File: src/hw/rtl/ffha_ram.sv
`default_nettype none
module ffha_ram #(
  parameter int unsigned WIDTH = 8,
  parameter int unsigned DEPTH = 16
) (
  input  wire logic                     clk,
  input  wire logic                     we,
  input  wire logic [$clog2(DEPTH)-1:0] waddr,
  input  wire logic [WIDTH-1:0]         wdata,
  input  wire logic [$clog2(DEPTH)-1:0] raddr,
  output logic      [WIDTH-1:0]         rdata
);
  logic [WIDTH-1:0] mem [DEPTH];
  always_ff @(posedge clk) begin
    if (we) mem[waddr] <= wdata;
    rdata <= mem[raddr];
  end
endmodule
`default_nettype wire

File: config.mk
export PLATFORM = sky130hd
export DESIGN_NAME = ffha_ram
export DESIGN_NICKNAME = d
export VERILOG_FILES = /design/src/hw/rtl/ffha_ram.sv
export SDC_FILE = /design/constraint.sdc
export NUM_CORES = 1
export LEC_CHECK = 0
export BUFFER_PORTS_ARGS = -buffer_cell sky130_fd_sc_hd__clkbuf_2
export CORE_MARGIN = 2
export CORE_UTILIZATION = 55
export CTS_BUF_LIST = sky130_fd_sc_hd__clkbuf_16
export DETAILED_ROUTE_END_ITERATION = 10
export PLACE_DENSITY = 0.79
export SLEW_MARGIN = 20
export SYNTH_ARGS = -nofsm -noshare
export SYNTH_HDL_FRONTEND = slang
export SYNTH_SLANG_ARGS = --single-unit
File: constraint.sdc
create_clock -name clk -period 2.6 [get_ports clk]
set_input_delay 0.78 -clock clk [delete_from_list [all_inputs] [get_ports clk]]
set_output_delay 0.78 -clock clk [all_outputs]
set_load 0.02 [all_outputs]
; ---- Word level (Yosys, flattened, before mapping)
; Memory sizes are Yosys's and may differ from the RTL's. A register that Yosys moved wholly into a read port is not among the register bits.
; Index checks and enable logic that the tools add are counted.
[word_totals]
regBits = 0
ramBits = 128
input_bits = 18
out_inout_bits = 8
memories = 1
[mem_list]
columns = memory, depth, width, read_ports, rd_ports_with_merged_regs, wr, line
row1 = mem, 16, 8, 1, 1, 1, 13  ; logic [WIDTH-1:0] mem [DEPTH];
[op_classes]
mux = 2
[op_table]
columns = op, n
row1 = two-way mux 1 bit, 2

; ---- Depth between registers and ports, before layout
[depth]
depth_word = 2
ltp_mapped = 5
mapped_depth_nobuf = 3

; ---- Worst setup path before layout
; OpenSTA, ideal clock, no wires.
[synth_timing]
path_type = in2reg
startpoint = input port waddr[2]
endpoint = memory mem[0][0], enable pin
setup_time_ps = 383
t_arrival_ps = 1890
required_ps = 2217
path_slack_ps = 327
stages = 2
path_buffers = 0
cell_sequence = or3b_2 > nor3_1
[synth_rtl]
columns = element, line
row1 = "start, declared", 8  ; input wire logic [$clog2(DEPTH)-1:0] waddr,
row2 = "end, declared", 13
; No word-level cell before the write port.

==> results_tabular.tex <==
\begin{tabular}{lr}
\hline
Metric & Value \\
\hline
\multicolumn{2}{l}{\textbf{Clock network}} \\
\quad Clock transition at path regs & 60 ps \\
\quad Resize count post-CTS & 0 \\
\quad CTS root buf & sky130\_fd\_sc\_hd\_\_clkbuf\_16 \\
\quad \# Post-CTS Setup Buffers & 0 \\
\quad Number of buffers inserted during clock tree synthesis & 17 \\
\quad Hold-fix buffers, CTS & 0 \\
\quad Clock tree from TritonCTS & done \\
\quad Clk\_lat worst skew & 410 ps \\
\quad TritonCTS sink count & 136 \\
\quad Deepest level of the CTS H-tree & 4 \\
\quad Number of buffers on the longest clock path & 2 \\
\multicolumn{2}{l}{\textbf{Worst setup path}} \\
\quad Req. time, crit path & 2890 ps \\
\quad Highest-delay cell along the critical path & sky130\_fd\_sc\_hd\_\_mux4\_1 \\
\quad Max incr delay on CP & 580 ps \\
\quad Buf+Inv Stages, Crit Path & 2 \\
\quad Kind of cell with the highest combined delay on the critical path & multiplexers \\
\quad Endpoint kind of the worst setup timing path & register \\
\quad CP Data Arrival Time & 2140 ps \\
\quad Cell-by-cell listing of the critical path & clkbuf\_2 > buf\_12 > mux4\_1 > a22oi\_1 > nand2\_1 \\
\quad Maximum fanout along the worst path & 23 \\
\quad Critical path startpoint category & primary input \\
\quad Worst Setup Path Type & primary input to register \\
\multicolumn{2}{l}{\textbf{STA}} \\
\quad Max-slew violation total from the final report & 0 \\
\quad Tightest slew margin relative to the limit & 68.5\% \\
\quad Number of endpoints failing setup at the final stage & 0 \\
\quad RSZ-0062 raised after global routing & false \\
\quad Slew at the pin with the worst max-slew slack & 473 ps \\
\quad Share of the clock period used by the worst path & 71.3\% \\
\quad Final hold violation count & 0 \\
\quad Final-layout setup total negative slack & 0 ps \\
\quad Min cycle time layout & 1850 ps \\
\quad Worst clock skew & 6.32 ps \\
\quad Upper clock frequency limit & 539 MHz \\
\multicolumn{2}{l}{\textbf{Finish}} \\
\quad Commonest cells after routing, fill and taps aside & 128 x sky130\_fd\_sc\_hd\_\_edfxtp\_1, 25 x sky130\_fd\_sc\_hd\_\_clkbuf\_2, 23 x sky130\_fd\_sc\_hd\_\_buf\_4 \\
\quad Utilization of the core after routing & 66.8\% \\
\quad Final-stage net count & 306 \\
\quad Area used by multi-input combinational logic & 1060 um2 \\
\quad Layout-stage area growth over the synthesis result & 18.9\% \\
\quad Number of antenna cells inserted & 0 \\
\quad Most common cell after layout, fill and taps aside & sky130\_fd\_sc\_hd\_\_edfxtp\_1 \\
\quad Number of fill cells in the layout & 561 \\
\quad Fraction of final layout cells with drive strength greater than 1 & 32.9\% \\
\quad Storage cell area & 4000 um2 \\
\multicolumn{2}{l}{\textbf{Yosys}} \\
\quad Area share of the leading cell type in the synthesized netlist & 74.7\% \\
\quad XOR/XNOR share of the synthesized area & 0\% \\
\quad Dominant combinational cell family by area after synthesis & multiplexers \\
\quad Portion of the post-synthesis area used by sequential elements & 77.8\% \\
\quad Dominant cell type by area after synthesis & sky130\_fd\_sc\_hd\_\_edfxtp\_1 \\
\quad Post-synthesis area per instance & 22.5 um2 \\
\quad Post-synthesis mux area share & 15.0\% \\
\quad Synth unique cells & 19 \\
\quad Flip-flop and latch count after synthesis & 136 \\
\quad Post-synthesis cell area & 5150 um2 \\
\quad Synth Area in Adders & 0\% \\
\quad Compound-Gate Fraction of Synth Area & 2.33\% \\
\quad Synthesized net count & 247 \\
\quad Leading post-synthesis cells by cell area & sky130\_fd\_sc\_hd\_\_edfxtp\_1 75\%, sky130\_fd\_sc\_hd\_\_mux4\_2 7.9\%, sky130\_fd\_sc\_hd\_\_mux4\_1 7.1\% \\
\quad Mapped Cells & 229 \\
\quad Simple-gate portion of the synthesized area & 3.18\% \\
\quad Yosys warning count & 0 \\
\multicolumn{2}{l}{\textbf{GRT}} \\
\quad Grt total ovfl & 0 \\
\quad Via count of the first global-routing pass & 2565 \\
\quad Global-route wire length before repair & 15300 um \\
\quad Pin count of the biggest net entering global routing & 24 \\
\quad Initial antenna violation count & 0 \\
\quad Overall fraction of global-route tracks in use & 21.9\% \\
\multicolumn{2}{l}{\textbf{Detailed routing}} \\
\quad Drt initial violations & 262 \\
\quad Average routed wire per standard cell & 24.1 um \\
\quad Post-detailed-routing wire length & 9940 um \\
\quad Number of search-and-repair iterations in the first detailed-routing pass & 4 \\
\quad Number of vias per cell & 6.00 \\
\quad Vias after detailed routing & 2471 \\
\quad Total DRC errors in the routed layout & 0 \\
\quad Antenna-violating nets left & 0 \\
\multicolumn{2}{l}{\textbf{Die}} \\
\quad Area of the core & 9150 um2 \\
\quad Number of cell rows & 35 \\
\quad Effective utilization at floorplan & 56.2\% \\
\quad I/O pin count & 26 \\
\quad Chip Height & 101 um \\
\quad Area of the die & 10100 um2 \\
\quad Chip Width & 101 um \\
\multicolumn{2}{l}{\textbf{Placement}} \\
\quad PortBufs & 25 \\
\quad Estimated wirelength of the detail-placed design & 6300 um \\
\quad RD Place Congestion & 0.754 \\
\multicolumn{2}{l}{\textbf{Power}} \\
\quad Maximum VDD drop & 0.497 mV \\
\quad Leakage component of the power & 2.13 nW \\
\quad Power Dens Cells & 820 nW/um2 \\
\multicolumn{2}{l}{\textbf{Hold path}} \\
\quad Worst Hold Class & register to register \\
\multicolumn{2}{l}{\textbf{Status}} \\
\quad Status & finished, final reports clean \\
\multicolumn{2}{l}{\textbf{Flow run}} \\
\quad Max-capacitance violation count & 0 \\
\hline
\end{tabular}
## Yosys cell counts (all sizes together)
master / n
nand3: 1
and2b: 1
buf: 7
nor2b: 1
or3b: 1
a22oi: 16
nand3b: 2
mux4: 32
nor3: 4
dfxtp: 8
and2: 1
nand2b: 2
nand2: 9
clkdlybuf4s25: 3
edfxtp: 128
nor2: 13
## final cells by class
class                           instances  share of cell area (%)
Clock buffer                           17                    6.95
Clock inverter                         15                    2.54
Multi-Input combinational cell         83                    17.3
Sequential cell                       136                    65.4
Tap cell                              111                    2.27
Timing Repair Buffer                   50                    5.52
## through the flow
stage / total power (W) / setup slack (ps) / cells / cell area [um2] / hold slack (ps)
floorplan: 0.00265 / 327 / 229 / 5150 / 629
global placement: 0.00275 / 377 / 380 / 5540 / 647
detailed placement: 0.00276 / 332 / 380 / 5540 / 670
CTS: 0.00505 / 759 / 412 / 6120 / 688
global route: 0.00516 / 701 / 412 / 6120 / 694
finish: 0.00501 / 745 / 412 / 6120 / 685
## where the power goes
group          internal, W  total [W]  switching, W
logic             0.000102   0.000247      0.000145
registers          0.00245    0.00247     0.0000159
clock network      0.00141    0.00230      0.000886
total              0.00397    0.00501       0.00105
## tightest hold or removal path: stages (launching register included)
cell,delay [ps]
sky130_fd_sc_hd__edfxtp_1,320
sky130_fd_sc_hd__mux4_2,230
sky130_fd_sc_hd__a22oi_1,60
sky130_fd_sc_hd__nand2_1,50
## metal layers
metal | GRT usage [%] | share of wire (%) | vias to the layer above
li1 | - | - | 1095
met1 | 31.2 | 40 | 1253
met2 | 33.0 | 51 | 115
met3 | 6.73 | 7.8 | 8
met4 | 7.27 | 1.2 | 0
met5 | 0 | 0 | -
## kinds of logic (layout without fill, tap and decap cells)
logic type      after synthesis  count (layout)
compound gates               16              16
buf+inv                      10              82
mux                          32              32
flops                       136             136
simple gates                 35              35
## final timing paths
kind,startpoint,end,slack [ps],cells past startpoint
worst max-delay path,raddr[0],rdata[5]$_DFF_P_,750,5
worst min-delay path,mem[15][0]$_DFFE_PP_,rdata[0]$_DFF_P_,680,3
worst max register to register,mem[1][5]$_DFFE_PP_,rdata[5]$_DFF_P_,1240,3
worst min register to register,mem[15][0]$_DFFE_PP_,rdata[0]$_DFF_P_,680,3
## registers in the layout, indices dropped and copies added, names as in the netlist
register and count:
mem 128, rdata 8
Power figures use the tool's default switching activity.
